**config.mk**
```make
export PLATFORM = sky130hd
export DESIGN_NAME = hamming_encode_check_core
export DESIGN_NICKNAME = d
export VERILOG_FILES = /design/src/hdl/hec_pkg.sv /design/src/hdl/hec_cfg.sv /design/src/hdl/hec_code_unit.sv /design/src/hdl/hamming_encode_check_core.sv
export VERILOG_INCLUDE_DIRS = /design/src /design/src/hdl
export SDC_FILE = /design/constraint.sdc
export NUM_CORES = 1
export LEC_CHECK = 0
export BUFFER_PORTS_ARGS = -buffer_cell sky130_fd_sc_hd__buf_2
export CORE_UTILIZATION = 45
export DETAILED_ROUTE_END_ITERATION = 12
export GPL_ROUTABILITY_DRIVEN = 0
export PLACE_DENSITY = 0.72
export SKIP_CTS_REPAIR_TIMING = 1
export SLEW_MARGIN = 30
export SYNTH_ARGS = -nofsm -noshare
export SYNTH_HDL_FRONTEND = slang
export SYNTH_HIERARCHICAL = 1
export SYNTH_SLANG_ARGS = --single-unit
```
**constraint.sdc**
```tcl
create_clock -name aclk -period 5.3 [get_ports aclk]
set_clock_uncertainty 0.1 [all_clocks]
set_input_delay 0.53 -clock aclk [delete_from_list [all_inputs] [get_ports aclk]]
set_output_delay 0.53 -clock aclk [all_outputs]
set_load 0.1 [all_outputs]
```
**src/hdl/hamming_encode_check_core_assert.svh**
```systemverilog
// ---------------------------------------------------------------------------
// Assertion macros for the Hamming encode/check core
// Shared property templates, clocked and reset-gated by the caller.
// ---------------------------------------------------------------------------
`ifndef HAMMING_ENCODE_CHECK_CORE_ASSERT_SVH
`define HAMMING_ENCODE_CHECK_CORE_ASSERT_SVH

// Whenever the antecedent holds, the consequent must hold in the same cycle.
`define HEC_ASSERT_IMPLY(lbl, clk, rstn, ante, cons, msg) \
    lbl: assert property (@(posedge clk) disable iff (!(rstn)) (ante) |-> (cons)) \
        else $error(msg);

// Whenever the antecedent holds, the consequent must hold in the next cycle.
`define HEC_ASSERT_NEXT(lbl, clk, rstn, ante, cons, msg) \
    lbl: assert property (@(posedge clk) disable iff (!(rstn)) (ante) |=> (cons)) \
        else $error(msg);

`endif

```
**src/hdl/hec_pkg.sv**
```systemverilog
// ---------------------------------------------------------------------------
// Hamming encode/check package
// Types, constants and helper functions shared by the coder modules.
// ---------------------------------------------------------------------------
package hec_pkg;

    localparam int DATA_BITS = 26;
    localparam int CODE_BITS = 31;
    localparam int POS_BITS  = 5;

    localparam logic [POS_BITS-1:0] DATA_LEN_RESET = 5'd4;
    localparam logic [POS_BITS-1:0] DATA_LEN_MAX   = 5'd26;

    // Commands carried with each input word.
    localparam logic CMD_ENCODE = 1'b0;
    localparam logic CMD_CHECK  = 1'b1;

    // Bit i of a position number selects these codeword bits.
    localparam logic [CODE_BITS-1:0] SYN_MASK_0 = 31'h55555555;
    localparam logic [CODE_BITS-1:0] SYN_MASK_1 = 31'h66666666;
    localparam logic [CODE_BITS-1:0] SYN_MASK_2 = 31'h78787878;
    localparam logic [CODE_BITS-1:0] SYN_MASK_3 = 31'h7F807F80;
    localparam logic [CODE_BITS-1:0] SYN_MASK_4 = 31'h7FFF8000;

    // Derived configuration handed to the coding logic.
    typedef struct packed {
        logic [POS_BITS-1:0]  code_len;
        logic [CODE_BITS-1:0] code_mask;
    } cfg_t;

    // Number of parity bits needed for n data bits.
    function automatic logic [2:0] parity_count(logic [POS_BITS-1:0] n);
        logic [2:0] p;
        if (n <= 5'd1) begin
            p = 3'd2;
        end else if (n <= 5'd4) begin
            p = 3'd3;
        end else if (n <= 5'd11) begin
            p = 3'd4;
        end else begin
            p = 3'd5;
        end
        return p;
    endfunction

    // Largest data length whose codeword fits within the given limit.
    function automatic int max_data_len(int limit);
        int best;
        best = 1;
        for (int k = 1; k <= DATA_BITS; k++) begin
            if (k + int'(parity_count(5'(k))) <= limit) begin
                best = k;
            end
        end
        return best;
    endfunction

    // Syndrome: XOR of the position numbers of all set bits.
    function automatic logic [POS_BITS-1:0] syndrome(logic [CODE_BITS-1:0] w);
        logic [POS_BITS-1:0] s;
        s[0] = ^(w & SYN_MASK_0);
        s[1] = ^(w & SYN_MASK_1);
        s[2] = ^(w & SYN_MASK_2);
        s[3] = ^(w & SYN_MASK_3);
        s[4] = ^(w & SYN_MASK_4);
        return s;
    endfunction

    // Place data bits, in order, at the positions that are not powers of two.
    function automatic logic [CODE_BITS-1:0] scatter(logic [DATA_BITS-1:0] d);
        logic [CODE_BITS-1:0] cw;
        int j;
        cw = '0;
        j  = 0;
        for (int pos = 1; pos <= CODE_BITS; pos++) begin
            if ((pos & (pos - 1)) != 0) begin
                cw[pos-1] = d[j];
                j++;
            end
        end
        return cw;
    endfunction

endpackage

```
**src/hdl/hec_cfg.sv**
```systemverilog
// ---------------------------------------------------------------------------
// Hamming coder configuration register
// Takes the data length write and holds the code length and code mask.
// ---------------------------------------------------------------------------
module hec_cfg #(
    parameter int MAX_CODE_BITS = 32
) (
    input  logic                          aclk,
    input  logic                          aresetn,
    input  logic                          cfg_valid,
    input  logic [hec_pkg::POS_BITS-1:0]  cfg_data,
    output hec_pkg::cfg_t                 cfg
);
    import hec_pkg::*;

    localparam int LIMIT = (MAX_CODE_BITS < CODE_BITS) ? MAX_CODE_BITS : CODE_BITS;
    localparam logic [POS_BITS-1:0] N_LIMIT = POS_BITS'(max_data_len(LIMIT));

    cfg_t cfg_reg;
    cfg_t cfg_next;

    // Clamp the requested length and derive the codeword length and mask.
    function automatic cfg_t derive(logic [POS_BITS-1:0] v);
        logic [POS_BITS-1:0] n;
        cfg_t c;
        n = v;
        if (n == 5'd0) begin
            n = 5'd1;
        end else if (n > DATA_LEN_MAX) begin
            n = DATA_LEN_MAX;
        end
        if (n > N_LIMIT) begin
            n = N_LIMIT;
        end
        c.code_len  = n + POS_BITS'(parity_count(n));
        c.code_mask = {CODE_BITS{1'b1}} >> (5'd31 - c.code_len);
        return c;
    endfunction

    // The derived values are worked out from the write data itself, so they
    // are in force from the cycle after the write.
    always_comb begin
        cfg_next = cfg_reg;
        if (cfg_valid) begin
            cfg_next = derive(cfg_data);
        end
    end

    always_ff @(posedge aclk) begin
        if (!aresetn) begin
            cfg_reg <= derive(DATA_LEN_RESET);
        end else begin
            cfg_reg <= cfg_next;
        end
    end

    assign cfg = cfg_reg;

endmodule

```
**src/hdl/hec_code_unit.sv**
```systemverilog
// ---------------------------------------------------------------------------
// Hamming coder datapath
// Encodes a data word or computes the syndrome of a received codeword.
// ---------------------------------------------------------------------------
module hec_code_unit (
    input  logic                           command,
    input  logic [hec_pkg::DATA_BITS-1:0]  data_word,
    input  logic [hec_pkg::CODE_BITS-1:0]  received_word,
    input  hec_pkg::cfg_t                  cfg,
    output logic [hec_pkg::CODE_BITS-1:0]  code_word,
    output logic [hec_pkg::POS_BITS-1:0]   error_position,
    output logic [hec_pkg::POS_BITS-1:0]   code_length
);
    import hec_pkg::*;

    logic [CODE_BITS-1:0] data_placed;
    logic [POS_BITS-1:0]  enc_syn;
    logic [CODE_BITS-1:0] enc_word;
    logic [POS_BITS-1:0]  chk_syn;

    // Encode: data bits beyond the length fall outside the mask. With the
    // parity positions still clear, the syndrome gives the parity bits.
    always_comb begin
        data_placed = scatter(data_word) & cfg.code_mask;
        enc_syn     = syndrome(data_placed);
        enc_word    = data_placed;
        enc_word[0]  = enc_syn[0];
        enc_word[1]  = enc_syn[1];
        enc_word[3]  = enc_syn[2];
        enc_word[7]  = enc_syn[3];
        enc_word[15] = enc_syn[4];
    end

    // Check: syndrome over the positions within the code length.
    assign chk_syn = syndrome(received_word & cfg.code_mask);

    // Select the result for the command.
    always_comb begin
        case (command)
            CMD_ENCODE: begin
                code_word      = enc_word;
                error_position = '0;
            end
            CMD_CHECK: begin
                code_word      = '0;
                error_position = chk_syn;
            end
            default: begin
                code_word      = '0;
                error_position = '0;
            end
        endcase
    end

    assign code_length = cfg.code_len;

endmodule

```
**src/hdl/hamming_encode_check_core.sv**
```systemverilog
// ---------------------------------------------------------------------------
// Hamming encode/check core
// Even-parity Hamming coder with a programmable data length.
// ---------------------------------------------------------------------------
// The core takes one word per clock cycle unless stalled, through an input
// register, one pass of parity logic, and a result register. Back-pressure
// on the result side stalls both stages, while a waiting result does not
// stop the next word entering an empty input register. A command of encode
// places the data bits at the non-power-of-two positions and fills the
// parity positions; a command of check returns the syndrome, i.e. the
// 1-based error position, 0 meaning no error. The user writes the data
// length (1 to 26, reset 4) on the configuration port only while the core
// is idle, not enforced by the core; it takes effect from the next cycle.
`include "hamming_encode_check_core_assert.svh"

module hamming_encode_check_core #(
    parameter int MAX_CODE_BITS = 32
) (
    input  logic                           aclk,
    input  logic                           aresetn,
    // Configuration write
    input  logic                           cfg_valid,
    output logic                           cfg_ready,
    input  logic [hec_pkg::POS_BITS-1:0]   cfg_data,
    // Input words
    input  logic                           s_valid,
    output logic                           s_ready,
    input  logic                           s_command,
    input  logic [hec_pkg::DATA_BITS-1:0]  s_data_word,
    input  logic [hec_pkg::CODE_BITS-1:0]  s_received_word,
    // Result words
    output logic                           m_valid,
    input  logic                           m_ready,
    output logic [hec_pkg::CODE_BITS-1:0]  m_code_word,
    output logic [hec_pkg::POS_BITS-1:0]   m_error_position,
    output logic [hec_pkg::POS_BITS-1:0]   m_code_length
);
    import hec_pkg::*;

    cfg_t cfg;

    logic                 in_valid_reg;
    logic                 in_valid_next;
    logic                 command_reg;
    logic [DATA_BITS-1:0] data_word_reg;
    logic [CODE_BITS-1:0] received_word_reg;

    logic                 out_valid_reg;
    logic                 out_valid_next;
    logic [CODE_BITS-1:0] code_word_reg;
    logic [POS_BITS-1:0]  error_position_reg;
    logic [POS_BITS-1:0]  code_length_reg;

    logic                 in_take;
    logic                 out_load;
    logic [CODE_BITS-1:0] code_word;
    logic [POS_BITS-1:0]  error_position;
    logic [POS_BITS-1:0]  code_length;

    assign cfg_ready = 1'b1;

    hec_cfg #(
        .MAX_CODE_BITS (MAX_CODE_BITS)
    ) u_cfg (
        .aclk      (aclk),
        .aresetn   (aresetn),
        .cfg_valid (cfg_valid),
        .cfg_data  (cfg_data),
        .cfg       (cfg)
    );

    // Handshake: the result register loads when it is empty or being read,
    // and the input register takes a word when it is empty or moving on.
    assign out_load = in_valid_reg && (!out_valid_reg || m_ready);
    assign s_ready  = !in_valid_reg || out_load;
    assign in_take  = s_valid && s_ready;

    always_comb begin
        in_valid_next = in_valid_reg;
        if (in_take) begin
            in_valid_next = 1'b1;
        end else if (out_load) begin
            in_valid_next = 1'b0;
        end
        out_valid_next = out_valid_reg;
        if (out_load) begin
            out_valid_next = 1'b1;
        end else if (m_ready) begin
            out_valid_next = 1'b0;
        end
    end

    always_ff @(posedge aclk) begin
        if (!aresetn) begin
            in_valid_reg  <= 1'b0;
            out_valid_reg <= 1'b0;
        end else begin
            in_valid_reg  <= in_valid_next;
            out_valid_reg <= out_valid_next;
        end
    end

    // Input register.
    always_ff @(posedge aclk) begin
        if (in_take) begin
            command_reg       <= s_command;
            data_word_reg     <= s_data_word;
            received_word_reg <= s_received_word;
        end
    end

    hec_code_unit u_code_unit (
        .command        (command_reg),
        .data_word      (data_word_reg),
        .received_word  (received_word_reg),
        .cfg            (cfg),
        .code_word      (code_word),
        .error_position (error_position),
        .code_length    (code_length)
    );

    // Result register.
    always_ff @(posedge aclk) begin
        if (out_load) begin
            code_word_reg      <= code_word;
            error_position_reg <= error_position;
            code_length_reg    <= code_length;
        end
    end

    assign m_valid          = out_valid_reg;
    assign m_code_word      = code_word_reg;
    assign m_error_position = error_position_reg;
    assign m_code_length    = code_length_reg;

    // An encode result never carries a syndrome, a check result never a codeword.
    `HEC_ASSERT_IMPLY(a_result_exclusive, aclk, aresetn, out_valid_reg,
        (code_word_reg == '0) || (error_position_reg == '0),
        "result carries both a codeword and a syndrome")

    // An encoded word has no bits beyond the configured code length.
    `HEC_ASSERT_IMPLY(a_code_within_len, aclk, aresetn, out_valid_reg,
        (code_word_reg & ~cfg.code_mask) == '0,
        "codeword bits set beyond the code length")

    // A word held in the input register is not dropped while the output stalls.
    `HEC_ASSERT_NEXT(a_input_kept, aclk, aresetn, in_valid_reg && !out_load,
        in_valid_reg, "input word lost while stalled")

endmodule

```
==> results of run 1 <==
## metrics by stage
stage | utilization, % | setup WS [ns] | area (um2) | instances
floorplan | - | 0.907 | 6260 | 471
global placement | 51.6 | 2.47 | 6910 | 730
detailed placement | 52.1 | 2.30 | 6980 | 733
CTS | 56.3 | 2.73 | 7550 | 765
global route | 56.3 | 2.48 | 7550 | 765
finish | 56.3 | 2.66 | 7550 | 765
## logic make-up (layout without fill, tap and decap cells)
group | Yosys count | after routing | synth area share, %
buffers and inverters | 31 | 149 | 2.68
adder cells (fa/ha/maj) | 4 | 4 | 0.919
other | 1 | 1 | 0.0599
AND/OR/NAND/NOR | 161 | 161 | 12.6
multiplexers | 3 | 3 | 0.479
XOR/XNOR | 75 | 75 | 16.9
AO/OA/AOI/OAI | 60 | 60 | 7.05
flip-flops | 136 | 136 | 59.3
## synthesized netlist by cell type, types with 3 or more instances
cell	instances
buf_4	8
nand2_1	65
a22oi_1	6
nor2_1	45
o311ai_0	6
a21oi_1	8
nand3b_1	15
a31oi_1	7
o21ai_0	15
xnor2_1	35
mux2i_1	3
o41ai_1	4
dfxtp_1	37
ha_1	3
nor2b_1	4
xor2_1	11
o21a_1	3
xnor3_1	23
and2_1	11
clkbuf_1	14
nand3_1	3
buf_2	5
edfxtp_1	99
nor3_1	8
## worst min path at each step
stage / cells past startpoint / slack [ns] / endpoint / from
after floorplan: 2 / 0.34 / u_cfg/cfg[31] / u_cfg/cfg[31]
after global placement: 0 / 0.31 / m_code_length[0] / u_cfg/cfg[31]
after detailed placement: 0 / 0.32 / m_code_length[2] / u_cfg/cfg[33]
after CTS: 1 / 0.17 / received_word_reg[15] / s_received_word[15]
after global routing: 1 / 0.17 / received_word_reg[5] / s_received_word[5]
final: 1 / 0.18 / received_word_reg[4] / s_received_word[4]
## worst max-delay path, stage by stage
cell and delay (ns):
buf_2 0.18, o21ai_0 0.12, nand2_1 0.08, o21ai_0 0.09, ha_1 0.25, fa_1 0.48, nand3_1 0.14, o21a_1 0.50
nand4b_2 0.29, o311ai_0 0.18
## routing by layer
layer,routed length [um],share of wire [%],vias up,GRT usage (%)
met5,0,0,-,0
met4,258,1.9,0,9.77
li1,-,-,1895,-
met2,6770,49,159,32.8
met1,5920,43,1901,26.8
met3,890,6.4,19,3.99
## area by class of cell
type / count / area (um2) / share of cell area [%]
multi-input combinational: 304 / 2400 / 31.8
clock buffer: 24 / 503 / 6.66
tap: 176 / 220 / 2.92
timing repair buffer: 115 / 636 / 8.42
sequential: 136 / 3710 / 49.2
clock inverter: 8 / 67.6 / 0.895
inverter: 2 / 7.51 / 0.0994
## report_power, final
group	internal (uW)	switching, uW
clock network	705	415
logic	280	416
registers	1230	41.2
total	2220	872
==> out/metrics.csv, run 1 <==
stage;metric;value;unit
floorplan;die_w;120;um
sta;slew_headroom;48.5;%
global_routing;grt_first_pass_wirelength;21600;um
clocking;clkLatencyLatePin;0.42;ns
drt;avgViaCountPerCell;5.19;
clocking;cts-root-buf;clkbuf_16;
synthesis;synth_largest_type_area_fraction;47.5;%
synthesis;synth_fp_nets;543;
clocking;cts_tree;done;
sta;finalMaxSlewViolations;0;
global_routing;first_global_vias;3958;
drt;vias;3974;
placed_design;io_buffers;110;
setup_path;crit_type;primary input to flop;
setup_path;rr_startpoint;received_word_reg[30];
sta;tns;0;ns
drt;first_pass_iters;4;
sta;whs;0.184;ns
synthesis;synth_area_leaders;edfxtp_1, dfxtp_1, xnor3_1;
floorplan;dieHeight;120;um
synthesis;synth-seq-cells;136;
floorplan;die_area;14400;um2
setup_path;worstPathMaxFanout;16;
setup_path;cp-startpoint;cfg_data[4];
layout;fillers;1111;
floorplan;io_pins;112;
drt;drc_errors;0;
global_routing;grt_usage;20.5;%
layout;drive_gt1_share;26.8;%
setup_path;cp-end-kind;flop;
sta;rsz0062_at_grt;no;
global_routing;antenna_found_initial;0;
status;status;completed;
synthesis;netlist_area;6260;um2
floorplan;rows;42;
power;leakagePower;0.00314;uW
clocking;cts_sinks;136;
clocking;cts_max_path_buffers;2;
drt;routedWlPerCell;18.1;um
synthesis;ys_types;51;
drt;wl;13800;um
setup_path;r2r_setup_slack;3.00;ns
sta;setup_violations;0;
synthesis;yosysWarnings;6;
sta;fin_crit_sh;49.9;%
synthesis;synth_cells;471;
power;p_per_area;409;nW/um2
synthesis;synth_edf_count;99;
setup_path;critPathArrivalTime;2.84;ns
synthesis;synthArstFlopShare;0;%
floorplan;core_region_area;13400;um2
power;ir_worst_vdd;0.000260;V
synthesis;synth_top_area_cell;edfxtp_1;
setup_path;r2r_end;m_error_position[3];
layout;fin_nets;648;
layout;largest_reg_flops;35;
sta;worstMarginPinSlew;0.771;ns
setup_path;critPathCapture;u_cfg/cfg[22];
sta;finalHoldViolCount;0;
clocking;cts.clk_slew.worst_paths;0.06;ns
sta;fin_crit;2.64;ns
layout;mostFrequentLayoutCells;buf_2, edfxtp_1, nand2_1;
setup_path;critPathRequiredTime;5.50;ns
synthesis;synth_area_per_cell;13.3;um2
drt;drt_iter0_markers;435;
job;cap_violations;0;
power;p_total;3090;uW
setup_path;rr_worst_depth;5;
drt;antenna_left;0;
placed_design;dp.final_hpwl;9710;um
synthesis;ys_seq_area_share;59.3;%
setup_path;cp-start-kind;primary input;
global_routing;grt_max_degree;59;
synthesis;synth_flop_cell;edfxtp_1;
sta;clock.fmax;378;MHz
hold_path;hold_path_class;primary input to flop;
layout;num_antenna_cells;0;
clocking;htree_num_levels;4;
clocking;numCtsBuffers;17;
global_routing;gr-total-overflow;0;
floorplan;start_util;46.8;%
layout;layout_commonest_cell;buf_2;
layout;syn2layout_area_growth;20.5;%
No activity file was read; power rests on OpenSTA's default activity.
==> inputs of run 2 (changes only) <==
Clock period 5.3 ns to 2.59 ns, I/O delays scaled along.
==> out/metrics.csv, run 2 (same netlist as run 1, synthesis figures left out) <==
stage;metric;value;unit;change
status;status;completed;;
sta;tns;0;ns;unchanged
global_routing;grt_first_pass_wirelength;21400;um;-1.1%
sta;rsz0062_at_grt;no;;
floorplan;dieHeight;120;um;unchanged
sta;clock.fmax;424;MHz;
floorplan;die_area;14400;um2;unchanged
job;cap_violations;0;;unchanged
drt;avgViaCountPerCell;5.20;;about the same
layout;postLayoutCoreUtil;60.6;%;+4.2 points
power;p_per_area;787;nW/um2;+92%
setup_path;crit_type;primary input to flop;;
layout;fin_nets;712;;+9.9%
global_routing;antenna_found_initial;0;;unchanged
setup_path;worstPathMaxFanout;16;;unchanged
layout;fin_area;8120;um2;+7.5%
layout;syn2layout_area_growth;29.6;%;
setup_path;path_common_cell;o21ai_0;;
layout;fillers;1044;;-6.0%
clocking;cts_tree;done;;
hold_path;hp-start;s_valid;;
drt;routedWlPerCell;18.1;um;about the same
setup_path;rr_startpoint;received_word_reg[30];;
layout;mostFrequentLayoutCells;buf_2, edfxtp_1, nand2_1;;
setup_path;critPathArrivalTime;2.55;ns;-0.29 ns
hold_path;hold_path_class;primary input to flop;;
power;ir_worst_vdd;0.000537;V;+110%
setup_path;cp-startpoint;cfg_data[4];;
clocking;cts_sinks;136;;unchanged
sta;finalHoldViolCount;0;;unchanged
sta;fin_crit_sh;91.2;%;
drt;drc_errors;0;;unchanged
setup_path;rr_worst_depth;5;;unchanged
global_routing;grt_usage;20.6;%;+0.087 points
setup_path;cp-end-kind;flop;;
layout;num_antenna_cells;0;;unchanged
placed_design;post_dp_cell_area;6990;um2;+0.14%
clocking;cts_max_path_buffers;2;;unchanged
setup_path;worst_path_largest_cell_delay;0.49;ns;about the same
clocking;cts-root-buf;clkbuf_16;;
drt;drt_iter0_markers;362;;-17%
floorplan;rows;42;;unchanged
power;leakagePower;0.00338;uW;+7.6%
drt;vias;4308;;+8.4%
sta;worstMarginPinSlew;0.795;ns;+0.0240 ns
layout;largest_reg_flops;35;;unchanged
drt;wl;15000;um;+8.4%
clocking;clkLatencyLatePin;0.43;ns;about the same
sta;fin_crit;2.36;ns;
layout;layout_commonest_cell;buf_2;;
placed_design;io_buffers;110;;unchanged
clocking;htree_num_levels;4;;unchanged
setup_path;critPathSlowestCell;o21a_1;;
global_routing;grt_max_degree;59;;unchanged
sta;slew_headroom;46.9;%;-1.6 points
drt;antenna_left;0;;unchanged
setup_path;cp-start-kind;primary input;;
global_routing;gr-total-overflow;0;;unchanged
setup_path;critPathRequiredTime;2.78;ns;-2.72 ns
layout;drive_gt1_share;25.0;%;-1.9 points
floorplan;die_w;120;um;unchanged
drt;first_pass_iters;5;;+1
sta;finalMaxSlewViolations;0;;unchanged
global_routing;first_global_vias;3991;;+0.83%
setup_path;cp_cell_sequence;buf_2 -> o21ai_0 -> nand2_1 -> o21ai_0 -> ha_1 -> fa_1 -> nand3_1 -> o21a_1 -> nand4b_2 -> o311ai_0;;
floorplan;io_pins;112;;unchanged
floorplan;core_region_area;13400;um2;unchanged
hold_path;holdPathStages;3;;+2
placed_design;dp.final_hpwl;9820;um;+1.1%
clocking;numCtsBuffers;17;;unchanged
floorplan;start_util;46.8;%;unchanged
clocking;cts.clk_slew.worst_paths;0.05;ns;about the same
sta;setup_violations;0;;unchanged
[run 2: changes by cell type in the layout (fill, tap and decap cells not counted), sizes merged]
cell and change:
dlygate4sd3 +58, clkinvlp +2, clkbuf -2, bufinv +1
buf +6, inv -1
[run 2: final cells by class]
cell class	count	area, um2	share of cell area (%)
clock buffers	22	444	5.47
clock inverters	10	104	1.28
inverters	2	7.51	0.0925
multi-input cells	304	2400	29.6
flip-flops and latches	136	3710	45.7
well taps	176	220	2.71
repair buffers	179	1230	15.1
[run 2: path summary, 6_finish.rpt]
check | end | slack [ns]
max reg2reg | m_error_position[3] | 0.26
max | u_cfg/cfg[16] | 0.23
min | in_valid_reg | 0.03
min reg2reg | m_code_length[1] | 0.34
[run 2: power breakdown]
part	switching, uW	total, uW	internal [uW]
clock network	871	2270	1400
registers	82.4	2610	2520
logic	876	1510	635
[run 2: metal layers]
metal / up-vias / part of all wire (%) / GRT usage [%]
met2: 185 / 50 / 33.0
li1: 2017 / - / -
met4: 0 / 2.2 / 9.45
met5: - / 0 / 0
met1: 2084 / 42 / 26.1
met3: 22 / 5.7 / 5.47
[run 2: per-stage QoR]
step	hold WS [ns]	total power, uW	cells	worst slack, ns
global route	0.0452	6610	829	0.0487
detailed placement	0.322	4080	739	-0.110
floorplan	0.258	3790	471	0.0242
CTS	-0.105	6350	771	0.255
global placement	0.321	4050	739	0.0513
finish	0.0301	6390	829	0.229
[run 2: worst max-delay path, delay by kind of cell]
| kind | cells | cell delay (ns) |
|---|---|---|
| compound gates | 4 | 0.91 |
| fa+ha+maj | 2 | 0.67 |
| buf+inv | 1 | 0.18 |
| simple gates | 3 | 0.53 |
==> inputs of run 3 (changes only) <==
Settings changed: SETUP_SLACK_MARGIN set to 0.4.
==> out/metrics.csv, run 3 (same netlist as run 1, synthesis figures left out) <==
stage;metric;value;unit;change
layout;final-seq-area;3720;um2;+0.17%
layout;num_antenna_cells;0;;unchanged
drt;first_pass_iters;5;;unchanged
job;cap_violations;0;;unchanged
clocking;clkLatencyLatePin;0.42;ns;about the same
setup_path;critPathRequiredTime;2.65;ns;-0.13 ns
layout;mostFrequentLayoutCells;buf_2, edfxtp_1, nand2_1;;
global_routing;grt_usage;20.2;%;-0.45 points
global_routing;grt_first_pass_wirelength;21400;um;-0.26%
drt;drt_iter0_markers;401;;+11%
layout;multi_input_area;2470;um2;+2.9%
layout;largest_reg_flops;35;;unchanged
sta;worstMarginPinSlew;0.553;ns;-0.242 ns
floorplan;rows;42;;unchanged
floorplan;dieHeight;120;um;unchanged
floorplan;die_area;14400;um2;unchanged
clocking;numCtsBuffers;17;;unchanged
placed_design;post_dp_cell_area;7000;um2;+0.14%
setup_path;cp_cell_sequence;nand2_2 -> xnor3_1 -> xnor3_1 -> xnor3_1 -> nor2b_1;;
clocking;cts_sinks;136;;unchanged
floorplan;core_region_area;13400;um2;unchanged
placed_design;dp.final_hpwl;9640;um;-1.8%
global_routing;gr-total-overflow;0;;unchanged
layout;drive_gt1_share;28.0;%;+3.0 points
layout;fin_nets;713;;+0.14%
global_routing;first_global_vias;3992;;+0.025%
sta;clock.fmax;453;MHz;+7.0%
drt;wl;14500;um;-3.0%
sta;setup_violations;0;;unchanged
power;leakagePower;0.00344;uW;+1.9%
sta;finalHoldViolCount;0;;unchanged
placed_design;post-place-ws;-0.0268;ns;+0.0828 ns
clocking;cts.clk_slew.worst_paths;0.06;ns;about the same
drt;vias;4238;;-1.6%
power;ir_worst_vdd;0.000444;V;-17%
sta;rsz0062_at_grt;yes;;
placed_design;io_buffers;110;;unchanged
global_routing;grt_max_degree;59;;unchanged
layout;layout_commonest_cell;buf_2;;
hold_path;hold_path_class;primary input to flop;;
setup_path;cp-start-kind;flop;;
floorplan;start_util;46.8;%;unchanged
layout;fillers;1002;;-4.0%
power;p_per_area;793;nW/um2;+0.82%
sta;slew_headroom;63.1;%;+16 points
global_routing;antenna_found_initial;0;;unchanged
setup_path;critPathSlowestCell;xnor3_1;;
clocking;cts-root-buf;clkbuf_16;;
sta;fin_crit_sh;85.2;%;-6.0 points
clocking;htree_num_levels;4;;unchanged
floorplan;io_pins;112;;unchanged
drt;avgViaCountPerCell;5.11;;-1.7%
sta;fin_crit;2.21;ns;-0.155 ns
setup_path;worstPathMaxFanout;2;;-14
drt;drc_errors;0;;unchanged
layout;fin_area;8260;um2;+1.7%
setup_path;critPathArrivalTime;2.27;ns;-0.28 ns
setup_path;path_common_cell;xnor3_1;;
setup_path;crit_type;flop to flop;;
setup_path;cp-end-kind;flop;;
drt;antenna_left;0;;unchanged
layout;syn2layout_area_growth;31.8;%;
setup_path;worst_path_largest_cell_delay;0.43;ns;-0.06 ns
status;status;completed;;
clocking;cts_max_path_buffers;2;;unchanged
floorplan;die_w;120;um;unchanged
sta;worst_slack;0.383;ns;+0.155 ns
sta;finalMaxSlewViolations;0;;unchanged
clocking;cts_tree;done;;
drt;routedWlPerCell;17.5;um;-3.1%
run 3: cell count changes in the layout (fill, tap and decap cells not counted), sizes merged:
cell / previous run / this run
clkbuf: 22 / 29
clkinv: 6 / 1
buf: 121 / 122
inv: 2 / 4
bufinv: 2 / 0
clkinvlp: 2 / 0
run 3: power breakdown:
part           leakage [uW]  internal, uW  total (uW)  switching [uW]
Clock              0.000300          1530        2400             871
Sequential          0.00125          2520        2610            82.9
Combinational       0.00190           656        1550             889
Total               0.00344          4710        6550            1840
run 3: worst max-delay path: cells and delay by family, from the launching register on:
| family | cells | cell delay [ns] |
|---|---|---|
| flip-flops | 1 | 0.37 |
| XOR/XNOR | 3 | 1.23 |
| AND/OR/NAND/NOR | 2 | 0.24 |
run 3: final timing paths:
kind                       to  slack, ns  cells after the start               from
min reg2reg  m_code_length[0]       0.34                      0      u_cfg/cfg[31]
max reg2reg    m_code_word[0]       0.38                      5  data_word_reg[25]
min              in_valid_reg       0.06                      3            s_valid
max            m_code_word[0]       0.38                      5  data_word_reg[25]
run 3: per-stage QoR:
| step | instances | hold slack, ns | utilization [%] | total power (uW) | setup TNS, ns |
|---|---|---|---|---|---|
| floorplan | 471 | 0.258 | - | 3800 | 0 |
| global placement | 737 | 0.318 | 52.2 | 4050 | 0 |
| CTS | 769 | -0.0970 | 56.8 | 6480 | 0 |
| finish | 830 | 0.0557 | 61.6 | 6550 | 0 |
| detailed placement | 737 | 0.324 | 52.2 | 4080 | -0.0270 |
| global route | 830 | 0.0592 | 61.6 | 6780 | 0 |
run 3: area by class of cell:
| type | instances | share of cell area [%] |
|---|---|---|
| clock buffer | 29 | 7.08 |
| clock inverter | 3 | 0.258 |
| inverter | 2 | 0.0909 |
| multi-input combinational | 304 | 29.9 |
| sequential | 136 | 45.0 |
| tap | 176 | 2.67 |
| timing repair buffer | 180 | 14.9 |
run 3: per-layer routing:
layer / global-route usage [%] / part of all wire (%) / vias up
li1: - / - / 2021
met1: 26.2 / 43 / 2032
met2: 32.1 / 49 / 159
met3: 5.04 / 5.5 / 26
met4: 8.52 / 2.1 / 0
met5: 0 / 0 / -
